**config.mk**
```make
export PLATFORM = sky130hd
export DESIGN_NAME = latched_chr_bank_mapper_core
export DESIGN_NICKNAME = d
export VERILOG_FILES = /design/src/rtl/lcbm_pkg.sv /design/src/rtl/lcbm_state.sv /design/src/rtl/lcbm_decode.sv /design/src/rtl/latched_chr_bank_mapper_core.sv
export SDC_FILE = /design/constraint.sdc
export NUM_CORES = 1
export LEC_CHECK = 0
export BUFFER_PORTS_ARGS = -buffer_cell sky130_fd_sc_hd__buf_2
export CORE_MARGIN = 2
export CORE_UTILIZATION = 50
export DETAILED_ROUTE_END_ITERATION = 16
export PLACE_DENSITY = 0.73
export SETUP_SLACK_MARGIN = 0.1
export SYNTH_ARGS = -nofsm -noshare
export SYNTH_HDL_FRONTEND = slang
export SYNTH_SLANG_ARGS = --single-unit
```
**constraint.sdc**
```tcl
create_clock -name clk -period 2.3 [get_ports clk]
set_input_delay 0.23 -clock clk [delete_from_list [all_inputs] [get_ports clk]]
set_output_delay 0.23 -clock clk [all_outputs]
set_load 0.01 [all_outputs]
```
**src/rtl/lcbm_pkg.sv**
```systemverilog
package lcbm_pkg;

	// Access codes carried by the opcode field
	localparam logic [2:0] OP_CPU_READ   = 3'd0;
	localparam logic [2:0] OP_CPU_WRITE  = 3'd1;
	localparam logic [2:0] OP_VIDEO_SET  = 3'd2;
	localparam logic [2:0] OP_VIDEO_READ = 3'd3;
	localparam logic [2:0] OP_VIDEO_WRITE = 3'd4;

	// Target region codes
	localparam logic [3:0] REGION_NONE      = 4'd0;
	localparam logic [3:0] REGION_SYSRAM    = 4'd1;
	localparam logic [3:0] REGION_PPU       = 4'd2;
	localparam logic [3:0] REGION_APU       = 4'd3;
	localparam logic [3:0] REGION_BACKUP    = 4'd4;
	localparam logic [3:0] REGION_PRG       = 4'd5;
	localparam logic [3:0] REGION_MAPPER    = 4'd6;
	localparam logic [3:0] REGION_CHRROM    = 4'd7;
	localparam logic [3:0] REGION_CHRRAM    = 4'd8;
	localparam logic [3:0] REGION_NAMETABLE = 4'd9;
	localparam logic [3:0] REGION_LAST      = REGION_NAMETABLE;

	// Configuration register indexes
	localparam logic [1:0] CFG_PRG_MASK     = 2'd0;
	localparam logic [1:0] CFG_CHR_MASK     = 2'd1;
	localparam logic [1:0] CFG_BRAM_PRESENT = 2'd2;
	localparam logic [1:0] CFG_BRAM_MASK    = 2'd3;

	localparam int CFG_DATA_W = 13;
	localparam int ADDR_W     = 22;

	typedef struct packed {
		logic [7:0]  prg_mask;
		logic [7:0]  chr_mask;
		logic        bram_present;
		logic [12:0] bram_mask;
	} cfg_t;

	typedef struct packed {
		logic [7:0]       prg_bank;
		logic [3:0][7:0]  chr_bank;
		logic             latch_low;
		logic             latch_high;
		logic [13:0]      video_addr;
		logic             mirror;
	} map_state_t;

	typedef struct packed {
		logic [2:0]  opcode;
		logic [15:0] bus_address;
		logic [7:0]  write_byte;
	} item_t;

	typedef struct packed {
		logic [3:0]        target_region;
		logic [ADDR_W-1:0] mem_address;
		logic              mirror_horizontal;
	} result_t;

endpackage

```
**src/rtl/lcbm_state.sv**
```systemverilog
module lcbm_state (
	input  logic                               clk,
	input  logic                               arst_n,
	input  logic                               cfg_we,
	input  logic [1:0]                         cfg_index,
	input  logic [lcbm_pkg::CFG_DATA_W-1:0]    cfg_data,
	input  logic                               upd,
	input  lcbm_pkg::map_state_t               st_nxt,
	output lcbm_pkg::cfg_t                     cfg,
	output lcbm_pkg::map_state_t               st
);

	lcbm_pkg::cfg_t       cfg_q;
	lcbm_pkg::map_state_t st_q;

	always_ff @(posedge clk or negedge arst_n) begin
		if (!arst_n) begin
			cfg_q.prg_mask     <= 8'd7;
			cfg_q.chr_mask     <= 8'd31;
			cfg_q.bram_present <= 1'b1;
			cfg_q.bram_mask    <= 13'h1FFF;
		end else if (cfg_we) begin
			unique case (cfg_index)
				lcbm_pkg::CFG_PRG_MASK:     cfg_q.prg_mask     <= cfg_data[7:0];
				lcbm_pkg::CFG_CHR_MASK:     cfg_q.chr_mask     <= cfg_data[7:0];
				lcbm_pkg::CFG_BRAM_PRESENT: cfg_q.bram_present <= cfg_data[0];
				lcbm_pkg::CFG_BRAM_MASK:    cfg_q.bram_mask    <= cfg_data[12:0];
				default: ;
			endcase
		end
	end

	always_ff @(posedge clk or negedge arst_n) begin
		if (!arst_n) begin
			st_q.prg_bank   <= '0;
			st_q.chr_bank   <= '0;
			st_q.latch_low  <= 1'b1;
			st_q.latch_high <= 1'b1;
			st_q.video_addr <= '0;
			st_q.mirror     <= 1'b0;
		end else if (upd) begin
			st_q <= st_nxt;
		end
	end

	assign cfg = cfg_q;
	assign st  = st_q;

endmodule

```
**src/rtl/lcbm_decode.sv**
```systemverilog
module lcbm_decode (
	input  lcbm_pkg::item_t      item,
	input  lcbm_pkg::cfg_t       cfg,
	input  lcbm_pkg::map_state_t st,
	output lcbm_pkg::result_t    res,
	output lcbm_pkg::map_state_t st_nxt
);

	logic [15:0] a;
	logic [7:0]  d;
	logic [13:0] va;
	logic [10:0] nt_addr;
	logic [7:0]  chr_sel;

	assign a  = item.bus_address;
	assign d  = item.write_byte;
	assign va = st.video_addr;

	// Nametable fold: horizontal keeps A11 as the page bit
	assign nt_addr = st.mirror ? {va[11], va[9:0]} : va[10:0];
	assign chr_sel = va[12] ? (st.latch_high ? st.chr_bank[3] : st.chr_bank[2])
	                        : (st.latch_low  ? st.chr_bank[1] : st.chr_bank[0]);

	always_comb begin
		logic [13:0] va_new;
		st_nxt            = st;
		res.target_region = lcbm_pkg::REGION_NONE;
		res.mem_address   = '0;
		va_new            = a[13:0];
		unique case (item.opcode)
			lcbm_pkg::OP_CPU_READ, lcbm_pkg::OP_CPU_WRITE: begin
				if (!a[15]) begin
					unique case (a[14:13])
						2'd0: begin
							res.target_region = lcbm_pkg::REGION_SYSRAM;
							res.mem_address   = {11'd0, a[10:0]};
						end
						2'd1: begin
							res.target_region = lcbm_pkg::REGION_PPU;
							res.mem_address   = {6'd0, a};
						end
						2'd2: begin
							res.target_region = lcbm_pkg::REGION_APU;
							res.mem_address   = {6'd0, a};
						end
						default: begin
							if (cfg.bram_present) begin
								res.target_region = lcbm_pkg::REGION_BACKUP;
								res.mem_address   = {9'd0, a[12:0] & cfg.bram_mask};
							end
						end
					endcase
				end else if (item.opcode == lcbm_pkg::OP_CPU_READ) begin
					res.target_region = lcbm_pkg::REGION_PRG;
					res.mem_address   = {(a[14] ? cfg.prg_mask : st.prg_bank), a[13:0]};
				end else if (a[15:13] != 3'b100) begin
					res.target_region = lcbm_pkg::REGION_MAPPER;
					res.mem_address   = {6'd0, a};
					unique case (a[14:12])
						3'd2:    st_nxt.prg_bank    = d & cfg.prg_mask;
						3'd3:    st_nxt.chr_bank[0] = d & cfg.chr_mask;
						3'd4:    st_nxt.chr_bank[1] = d & cfg.chr_mask;
						3'd5:    st_nxt.chr_bank[2] = d & cfg.chr_mask;
						3'd6:    st_nxt.chr_bank[3] = d & cfg.chr_mask;
						default: st_nxt.mirror      = d[0];
					endcase
				end
			end
			lcbm_pkg::OP_VIDEO_SET: begin
				st_nxt.video_addr = va_new;
				unique case (va_new[12:4])
					9'h0FD:  st_nxt.latch_low  = 1'b0;
					9'h0FE:  st_nxt.latch_low  = 1'b1;
					9'h1FD:  st_nxt.latch_high = 1'b0;
					9'h1FE:  st_nxt.latch_high = 1'b1;
					default: ;
				endcase
			end
			lcbm_pkg::OP_VIDEO_READ: begin
				if (!va[13]) begin
					res.target_region = lcbm_pkg::REGION_CHRROM;
					res.mem_address   = {2'd0, chr_sel, va[11:0]};
				end else begin
					res.target_region = lcbm_pkg::REGION_NAMETABLE;
					res.mem_address   = {11'd0, nt_addr};
				end
			end
			lcbm_pkg::OP_VIDEO_WRITE: begin
				if (!va[13]) begin
					res.target_region = lcbm_pkg::REGION_CHRRAM;
					res.mem_address   = {9'd0, va[12:0]};
				end else begin
					res.target_region = lcbm_pkg::REGION_NAMETABLE;
					res.mem_address   = {11'd0, nt_addr};
				end
			end
			default: ;
		endcase
		// Report mirroring as it stands after this item
		res.mirror_horizontal = st_nxt.mirror;
	end

endmodule

```
**src/rtl/latched_chr_bank_mapper_core.sv**
```systemverilog
// Throughput: one item per cycle while the result channel is not stalled; the input
// register feeds one shallow decode stage into the result register, and bank, latch
// and mirroring updates apply from the next item.
// Reset (arst_n low, asynchronous): both stages empty, banks zero, both pattern
// latches set, video address zero, vertical mirroring, configuration at its defaults.
module latched_chr_bank_mapper_core (
	input  logic                             clk,
	input  logic                             arst_n,
	// input channel
	input  logic                             in_valid,
	output logic                             in_stall,
	input  logic [2:0]                       opcode,
	input  logic [15:0]                      bus_address,
	input  logic [7:0]                       write_byte,
	// result channel
	output logic                             out_valid,
	input  logic                             out_stall,
	output logic [3:0]                       target_region,
	output logic [lcbm_pkg::ADDR_W-1:0]      mem_address,
	output logic                             mirror_horizontal,
	// configuration write port
	input  logic                             cfg_we,
	input  logic [1:0]                       cfg_index,
	input  logic [lcbm_pkg::CFG_DATA_W-1:0]  cfg_data
);

	logic                 valid_s1;
	lcbm_pkg::item_t      item_s1;
	logic                 valid_s2;
	lcbm_pkg::result_t    res_s2;

	lcbm_pkg::cfg_t       cfg;
	lcbm_pkg::map_state_t st;
	lcbm_pkg::map_state_t st_nxt;
	lcbm_pkg::result_t    res;

	logic adv_s2;   // result register can take a new item this cycle
	logic fire_s1;  // item in the input register moves on and commits its state update

	assign adv_s2   = !valid_s2 || !out_stall;
	assign fire_s1  = valid_s1 && adv_s2;
	// Stall the source only when the input register holds an item that cannot move
	assign in_stall = valid_s1 && !adv_s2;

	// Input register: load whenever it is empty or draining
	always_ff @(posedge clk or negedge arst_n) begin
		if (!arst_n) begin
			valid_s1 <= 1'b0;
		end else if (!in_stall) begin
			valid_s1 <= in_valid;
		end
	end

	always_ff @(posedge clk) begin
		if (!in_stall && in_valid) begin
			item_s1.opcode      <= opcode;
			item_s1.bus_address <= bus_address;
			item_s1.write_byte  <= write_byte;
		end
	end

	// Mapper state and configuration; state advances only with a committed item
	lcbm_state u_state (
		.clk       (clk),
		.arst_n    (arst_n),
		.cfg_we    (cfg_we),
		.cfg_index (cfg_index),
		.cfg_data  (cfg_data),
		.upd       (fire_s1),
		.st_nxt    (st_nxt),
		.cfg       (cfg),
		.st        (st)
	);

	// Address decode and register update for the item in the input register
	lcbm_decode u_decode (
		.item   (item_s1),
		.cfg    (cfg),
		.st     (st),
		.res    (res),
		.st_nxt (st_nxt)
	);

	// Result register: hold while stalled, advance otherwise
	always_ff @(posedge clk or negedge arst_n) begin
		if (!arst_n) begin
			valid_s2 <= 1'b0;
		end else if (adv_s2) begin
			valid_s2 <= valid_s1;
		end
	end

	always_ff @(posedge clk) begin
		if (fire_s1) begin
			res_s2 <= res;
		end
	end

	assign out_valid         = valid_s2;
	assign target_region     = res_s2.target_region;
	assign mem_address       = res_s2.mem_address;
	assign mirror_horizontal = res_s2.mirror_horizontal;

endmodule

```
==> out/qor.yml <==
run_status:
  status: "complete, no violations"
clock_network:
  clock_latency_ns: 0.42
  clock-root-buffer: "clkbuf_16"
  cts.sinks: 143
  cts_buffers: 17
  cts.clk_slew.worst_paths_ns: 0.06
  clockBufferDepth: 2
  cts_tree: "yes"
  cts.htree.levels: 4
global_routing:
  grtUsageMet2: 0.392
  grt_pass1_wl_mm: 22.3
  grt_overflow_total: 0
  globalRouteMet1Util: 0.274
  grt_max_degree: 45
  grt_pass1_vias: 4348
  grt_antenna_before_repair: 0
  grtUsageMet3: 0.0586
  grt_usage: 0.227
  top_usage_layer: "met2"
final_layout:
  fin_area_sq_um: 7680
  instances_no_fill: 758
  seq_area_sq_um: 3880
  drive_gt1_frac: 0.408
  syn_to_final_growth_pct: 23.2
  postLayoutCoreUtil: 0.634
  diodes: 0
  multiInputGateArea_sq_um: 2220
  final_nets: 628
  fillers: 955
placed_design:
  dp.cells: 701
  place_area_sq_um: 6870
  place_congestion: 0.902
  dp_hpwl_mm: 9.57
  place_ws_ns: 0.164
  port_buffers: 75
timing:
  setup_viol: 0
  setup_slack_ns: 0.213
  skew_ns: 0.00772
  slew_violations: 0
  fin_tns_setup_ns: 0
  finalCritPeriodShare: 0.908
  fin_crit_ns: 2.09
  rsz0062_at_grt: "false"
  max_freq_ghz: 0.479
  worstMarginPinSlew_ns: 0.745
  slew_headroom: 0.501
  hold_violations: 0
logic_synthesis:
  syn_area_per_cell_sq_um: 13.5
  yosys_warnings: 0
  synth-seq-cells: 143
  synth_top_area_share: 0.261
  synth_enable_flop_cells: 54
  async_reset_ff_frac: 0.622
  netlist_instances: 462
  synth_cell_types: 47
  syn_area_sq_um: 6230
  synthTopCellsByArea: "dfrtp_1 26%, edfxtp_1 26%, mux2_2 14%"
  synth_flop_cell: "dfrtp_1"
  synth_top_cell_by_area: "dfrtp_1"
  synth_nets: 513
  yosysSeqAreaShare: 0.622
power:
  ir_drop_mv: 0.604
  power_density_nw_per_um2: 842
  leakagePower_uw: 0.00332
drt:
  num_vias: 4077
  ant_nets: 0
  drt_first_iter_violations: 259
  drc: 0
  firstDrtPassIters: 6
  routed_via_density: 5.38
  drt-wirelength-per-cell_microns: 18.6
  routed_wl_mm: 14.1
critical_path:
  worst_ep_arrival_time_ns: 2.21
  cp-end-kind: "flop"
  cp_max_fo: 8
  worstSetupPathType: "flop to flop"
  reg2regPathDepth: 5
  worst_ep_required_time_ns: 2.42
  startpoint_type: "flop"
die:
  num_rows: 40
  dieArea_sq_um: 13400
  die_h_microns: 116
  ioPinCount: 76
  core_area_sq_um: 12100
  fp.dieW_microns: 116
  start_util: 0.515
worst_hold_path:
  min_path_cells: 1
  min_path_type: "primary input to flop"
flow_run:
  cap_violations: 0
## final timing paths
kind,from,to,slack [ns]
worst max register to register,item_s1[21],mem_address[12],0.21
worst min-delay path,write_byte[1],item_s1[1],0.01
worst min register to register,valid_s1,out_valid,0.50
worst max-delay path,item_s1[21],mem_address[12],0.21
max in group asynchronous,arst_n,u_state.cfg[18],1.28
min in group asynchronous,arst_n,u_state.cfg[25],0.35
## critical path: stages (launching register included)
cell and delay [ns]:
edfxtp_1 0.38, buf_4 0.19, ha_1 0.27, and3_1 0.19, o311ai_0 0.51, o311ai_0 0.24
## routing by layer
metal	part of all wire	wire length, microns
met1	0.41	5810
met2	0.52	7270
met3	0.049	693
met4	0.021	297
met5	0	0
## final cells by class
| type | count | share of cell area |
|---|---|---|
| flip-flops and latches | 143 | 0.505 |
| clock buffers | 20 | 0.0582 |
| multi-input cells | 281 | 0.289 |
| inverters | 19 | 0.00978 |
| well taps | 168 | 0.0274 |
| clock inverters | 12 | 0.0125 |
| repair buffers | 115 | 0.0981 |
## synthesized netlist by cell type (2+ instances only)
cell type and instances:
edfxtp_1 54, nand2b_1 2, mux2_4 4, a2bb2oi_1 2, and2_1 10, nor3_2 2, nor2_1 17, ha_1 4
nand3b_1 3, dfstp_2 24, nor3_1 2, inv_1 19, mux2i_1 25, o22ai_1 5, nor3_4 2, a21oi_1 18
nor4_1 2, and3_1 2, clkbuf_1 12, buf_1 2, dfrtp_1 65, o21ai_0 22, o311ai_0 2, mux2_2 80
o211ai_1 3, buf_6 3, a31oi_1 2, nand2_1 49, nand3_1 7
## cell usage in the layout, fill, tap and decap left out, types with 2 or more instances in the layout
cell type / n
o211ai_1: 3
nand3b_1: 3
inv_1: 18
buf_4: 15
nand2b_1: 2
nand3_1: 7
clkbuf_16: 17
a21oi_1: 18
a31oi_1: 2
o311ai_0: 2
a2bb2oi_1: 2
buf_2: 74
nor4_1: 2
dfrtp_1: 65
ha_1: 4
nor3_1: 2
and2_1: 10
clkinvlp_4: 4
nand2_1: 49
dlygate4sd3_1: 25
clkinv_4: 2
mux2_2: 80
o21ai_0: 22
clkinv_1: 3
o22ai_1: 5
clkbuf_1: 2
and3_1: 2
mux2_4: 4
edfxtp_1: 54
nor2_1: 17
clkinv_2: 3
nor3_4: 4
dfstp_2: 24
mux2i_1: 25
## power breakdown
part	total [uW]	internal (uW)	switching [uW]
registers	3210	3020	193
clock network	2510	1500	1020
logic	741	365	376
total	6470	4880	1590
## cell families after synthesis
kind of cell / count (synthesis) / synth area share
flip-flops: 143 / 0.622
AO/OA/AOI/OAI: 60 / 0.0566
multiplexers: 109 / 0.194
buffers and inverters: 38 / 0.0273
AND/OR/NAND/NOR: 108 / 0.0915
adder cells (fa/ha/maj): 4 / 0.00803
## timing repair
| item | CTS | global route |
|---|---|---|
| setup buffers | 0 | 0 |
| setup endpoints to repair | 0 | 12 |
| hold buffers | 25 | 0 |
| gates resized for setup | 0 | 2 |
| endpoints found under the hold margin | 52 | 0 |
## state kept, by name, indices dropped and copies added, names as in the netlist
register and flops:
u_state.st 57, out_valid 1, item_s1 27, mirror_horizontal 1, u_state.cfg 30, valid_s1 1
mem_address 22, target_region 4
## stage by stage
stage	total power [uW]	hold WS, ns
2_1_floorplan	3650	-0.0656
3_3_place_gp	3910	0.256
3_5_place_dp	3960	0.258
4_1_cts	6500	0.00458
5_1_grt	6730	0.00488
6_report	6470	0.0112
Power figures use the tool's default switching activity.
